File: src/sv/segment_intersection_xy_defines.svh
// assertion macros for segment_intersection_xy
`ifndef SEGMENT_INTERSECTION_XY_DEFINES_SVH
`define SEGMENT_INTERSECTION_XY_DEFINES_SVH
`ifndef SYNTHESIS
`define SIX_ASSERT_IMPL(label, clk, rst, ante, cons) \
   label: assert property (@(posedge clk) disable iff (rst) (ante) |-> (cons)) \
      else $error("assertion failed");
`define SIX_ASSERT_NEXT(label, clk, rst, ante, cons) \
   label: assert property (@(posedge clk) disable iff (rst) (ante) |=> (cons)) \
      else $error("assertion failed");
`else
`define SIX_ASSERT_IMPL(label, clk, rst, ante, cons)
`define SIX_ASSERT_NEXT(label, clk, rst, ante, cons)
`endif
`endif

File: src/sv/six_pkg.sv
`timescale 1ns / 1ps
package six_pkg;
   localparam int COORD_BITS = 16;
   localparam int DIFF_BITS = COORD_BITS + 1;
   localparam int PROD_BITS = 2 * DIFF_BITS;
   localparam int CROSS_BITS = PROD_BITS + 1;
   localparam int MAG_BITS = CROSS_BITS;
   localparam int DEN_BITS = MAG_BITS + 1;
   localparam int NUM_BITS = MAG_BITS + DIFF_BITS;
   localparam int QUO_BITS = DIFF_BITS;
   localparam int QUEUE_DEPTH = 4;
   localparam int QUEUE_ABITS = 2;

   typedef logic signed [COORD_BITS-1:0] coord_type;
   typedef logic signed [DIFF_BITS-1:0] diff_type;
   typedef logic signed [CROSS_BITS-1:0] cross_type;

   typedef struct packed {
      logic hit;
      coord_type ax;
      coord_type ay;
      logic [DIFF_BITS-1:0] mag_x;
      logic neg_x;
      logic [DIFF_BITS-1:0] mag_y;
      logic neg_y;
      logic [MAG_BITS-1:0] w;
      logic [DEN_BITS-1:0] den;
   } job_type;

   typedef struct packed {
      logic valid;
      logic hit;
      coord_type x;
      coord_type y;
   } res_type;
endpackage

File: src/sv/six_queue.sv
`timescale 1ns / 1ps
module six_queue (
   input  logic clock,
   input  logic reset,
   input  logic push,
   input  six_pkg::job_type push_job,
   input  logic pop,
   output logic not_empty,
   output six_pkg::job_type head_job
);
   import six_pkg::*;

   job_type mem_ff [QUEUE_DEPTH];
   logic [QUEUE_ABITS-1:0] wr_ff, rd_ff;
   logic [QUEUE_ABITS:0] cnt_ff;

   always_ff @(posedge clock) begin
      if (push) mem_ff[wr_ff] <= push_job;
   end

   always_ff @(posedge clock) begin
      if (reset) begin
         wr_ff <= '0;
         rd_ff <= '0;
         cnt_ff <= '0;
      end else begin
         if (push) wr_ff <= wr_ff + 1'b1;
         if (pop) rd_ff <= rd_ff + 1'b1;
         cnt_ff <= cnt_ff + (QUEUE_ABITS+1)'(push) - (QUEUE_ABITS+1)'(pop);
      end
   end

   assign not_empty = cnt_ff != '0;
   assign head_job = mem_ff[rd_ff];
endmodule

File: config.mk
export PLATFORM = sky130hd
export DESIGN_NAME = six_queue
export DESIGN_NICKNAME = d
export VERILOG_FILES = /design/src/sv/segment_intersection_xy_defines.svh /design/src/sv/six_pkg.sv /design/src/sv/six_queue.sv
export SDC_FILE = /design/constraint.sdc
export NUM_CORES = 1
export LEC_CHECK = 0
export BUFFER_PORTS_ARGS = -buffer_cell sky130_fd_sc_hd__buf_4
export CAP_MARGIN = 20
export CORE_AREA = 2 2 189 191
export CTS_CLUSTER_DIAMETER = 40
export DETAILED_ROUTE_END_ITERATION = 10
export DIE_AREA = 0 0 191 193
export PLACE_DENSITY = 0.85
export SYNTH_ARGS = -nofsm -noshare
export SYNTH_HDL_FRONTEND = slang
export SYNTH_SLANG_ARGS = --single-unit
File: constraint.sdc
create_clock -name clock -period 7.7 [get_ports clock]
set_input_delay 1.54 -clock clock [delete_from_list [all_inputs] [get_ports clock]]
set_output_delay 1.54 -clock clock [all_outputs]
set_load 0.005 [all_outputs]
# After elaboration in Yosys (flattened, before gate mapping)
# Memories as Yosys holds them, arrays and structs flattened. A register that Yosys moved wholly into a read port is not among the register bits.
# Index checks and enable logic that the tools add are counted.
# Widths: inputs -> output; s select.
[word_totals]
word_cells = 13
output_inout_bits = 141
register_bits = 7
memories = 1
inputBits = 144
ram_bits = 560
[classes]
n_addsub = 4
n_reduce_logical = 1
mux = 4
[memory_table]
columns = ["memory", "depth", "width", "read_ports", "rd_ports_with_merged_regs", "write_ports", "line", "source"]
rows = [
  ["mem_ff", 4, 140, 1, 1, 1, "six_queue.sv:13", "job_type mem_ff [QUEUE_DEPTH];"],
]
[ops]
columns = ["cell", "count"]
rows = [
  ["$add 2x1->2 const B", 2],
  ["$mux 2", 2],
  ["$add 3x1->3", 1],
  ["$reduce_bool 3->1", 1],
  ["$sub 3x1->3", 1],
  ["$mux 1", 2],
]

# Longest topological paths before layout
[depth]
ltp_word = 3
depth_mapped = 7
mapped_depth_nobuf = 7

# Worst setup path after synthesis
# OpenSTA, ideal clock, no wires.
[synth_timing]
kind = "in2reg"
start = "input push"
end = "memory mem_ff[0][0] (netlist bit), enable pin"
arrival_time_ps = 4740
path_stages = 1
required_ps = 7184
path_slack_ps = 2444
cell_sequence = "and2_1"
[synth_via]
elab_chain_len = 2
[synth_rtl]
columns = ["item", "line", "source"]
rows = [
  ["start: declaration", "six_queue.sv:5", "input logic push,"],
  ["$mux 1", "six_queue.sv:18", "if (push) mem_ff[wr_ff] <= push_job;"],
  ["$mux 1 (not written as such)", "six_queue.sv:18", ""],
  ["end: declaration", "six_queue.sv:13", ""],
]
# Every way passes these cells.

==> flow_metrics.tcl <==
set metrics [dict create \
    status "finished clean" \
    drtPass1Iterations 4 \
    cts_tree "built" \
    clock-sinks 569 \
    tns_ns 0 \
    arrival_ns 3.15 \
    htreeDepth 2 \
    cts_buffer_depth 3 \
    route.detailed.wl_per_inst_um 24.0 \
    synth_top_family_by_area "multiplexers" \
    synthAdderAreaFrac_pct 0.461 \
    grt_pass1_wl_um 57400 \
    yosys_warnings 0 \
    layout_min_cycle_time_ns 4.69 \
    fin_area_um2 25200 \
    post_cts_buffers 0 \
    ys_seq_elements 569 \
    yosysSeqAreaShare_pct 82.3 \
    synth_compound_area_share_pct 0.0727 \
    gp_routability_congestion 0.690 \
    synth.avg_cell_area_um2 26.7 \
    first_global_vias 9695 \
    pin_count 285 \
    cts-resized-gates 0 \
    via_per_inst 5.71 \
    clk_latency_ns 0.59 \
    initial_core_util_pct 59.1 \
    area_growth_pct 22.3 \
    final_hold_viol_count 0 \
    start_kind "flip-flop" \
    fin_crit_sh_pct 60.9 \
    routed_wl_um 38800 \
    grt_antenna_before_repair 2 \
    yosysUniqueCellTypes 20 \
    cts-root-buf "clkbuf_16" \
    cp-end-kind "primary output" \
    grt_max_degree 63 \
    power_leakage_nw 8.53 \
    die_w_um 191 \
    hold_depth 2 \
    rsz0062_at_grt "false" \
    postPlaceCellArea_um2 23200 \
    holdWs_ns 0.551 \
    worstHoldStart "rd_ff[0]" \
    synth-xor-area-share_pct 0.200 \
    nets 1251 \
    cp_max_fo 50 \
    skew_ns 0.0155 \
    max_freq_ghz 0.213 \
    tightestPinTransition_ns 1.04 \
    yosysTopAreaCellShare_pct 81.4 \
    ir_drop_v 0.000196 \
    coreArea_um2 35000 \
    holdCritPathClass "reg -> reg" \
    port_buffers 284 \
    ant_nets 0 \
    critPathRequiredTime_ns 6.16 \
    report.final.slew_viol_count 0 \
    drive_above_1_share_pct 46.7 \
    die_h_um 193 \
    relSlewSlack_pct 30.7 \
    cap_violations 0 \
    clk_pin_slew_ns 0.06 \
    muxShareOfSynthArea_pct 15.3 \
    synth_nets 924 \
    drt_iter0_drc 590 \
    track_usage_pct 21.3 \
    final_util_pct 72.2 \
    num_rows 69 \
    drc_errors 0 \
    setup_violations 0 \
    r2r_cells 4 \
    synth.cell_area_um2 20600 \
    synth_area_leader_cell "edfxtp_1" \
    overflow 0 \
    dieArea_um2 36900 \
    synth_cells 773 \
    synth-simple-area-share_pct 0.339 \
    ys_top_cells_by_area "edfxtp_1, mux4_2, dfxtp_1, buf_6, buf_2" \
    r2r-start "wr_ff[0]" \
    dp_hpwl_um 22800 \
    pwr_density_cell_nw_per_um2 282 \
    via_count 9217 \
    cts_buffers 60 \
    hold_buffers 0 \
    worstSetupPathType "reg -> out" \
    power_w 0.00712 \
]
-- final timing paths --
kind	slack, ns	endpoint
setup / recovery	3.01	head_job[15]
hold reg to reg	0.55	flip-flop
hold / removal	0.55	flip-flop
setup reg to reg	5.28	mem_ff[0][40]
-- cell usage after synthesis --
master and instances:
buf_6 12, nor2b_1 2, dfxtp_1 9, edfxtp_1 560, nor2_1 5, a21oi_1 1, or3_1 1, fa_1 1
ha_1 6, nand3b_1 1, and2_1 4, a21bo_2 1, buf_2 15, xor3_1 1, mux2i_1 1, mux4_2 140
inv_1 6, xnor2_1 2, buf_4 4, clkbuf_1 1
-- power breakdown --
part | switching (W) | internal [W] | total (W)
Sequential | 0.0000510 | 0.00356 | 0.00361
Combinational | 0.000292 | 0.000356 | 0.000648
Clock | 0.00114 | 0.00171 | 0.00285
-- critical path: stages, from the launching register on --
cell,delay [ns]
dfxtp_4,0.79
buf_4,0.87
mux4_2,0.63
buf_4,0.16
-- per-stage QoR --
stage                     instances  worst slack [ns]
after detailed placement       1499              3.54
after floorplan                 773              2.44
after global routing           1612              2.73
after global placement         1499              3.55
final                          1613              3.01
after CTS                      1611              2.84
-- per-layer routing --
layer  vias up  wire (µm)  global-route usage (%)
met5         -          0                       0
met4         0       1050                    7.87
met3        76       3410                    5.94
met2       370      19900                    35.3
met1      4766      14400                    27.6
li1       4005          -                       -
-- sequential cells by signal (all words and copies together), names as in the netlist, named ones only --
name,flops
mem_ff,560
rd_ff,2
cnt_ff,3
wr_ff,2
-- kinds of logic after synthesis --
family | Yosys count
AO/OA/AOI/OAI | 2
XOR/XNOR | 3
adder cells (fa/ha/maj) | 7
buffers and inverters | 38
flip-flops | 569
multiplexers | 141
AND/OR/NAND/NOR | 13
-- layout by cell type, fill, tap and decap left out, drive strengths merged, types with 4 or more instances in the layout --
cell type  instances
clkinv            24
and2               4
clkinvlp           5
inv               12
clkbuf            70
ha                 6
dfxtp              9
buf              297
mux4             140
nor2               5
edfxtp           560
bufinv             7
-- layout make-up --
type                    instances  area (µm²)
flip-flops and latches        569       17000
fillers                      1968        9720
multi-input cells             166        3390
repair buffers                297        2230
clock buffers                  70        1580
well taps                     461         577
clock inverters                42         434
inverters                       6        22.5
diodes                          2        5.00
(Power assumes the default switching activity.)
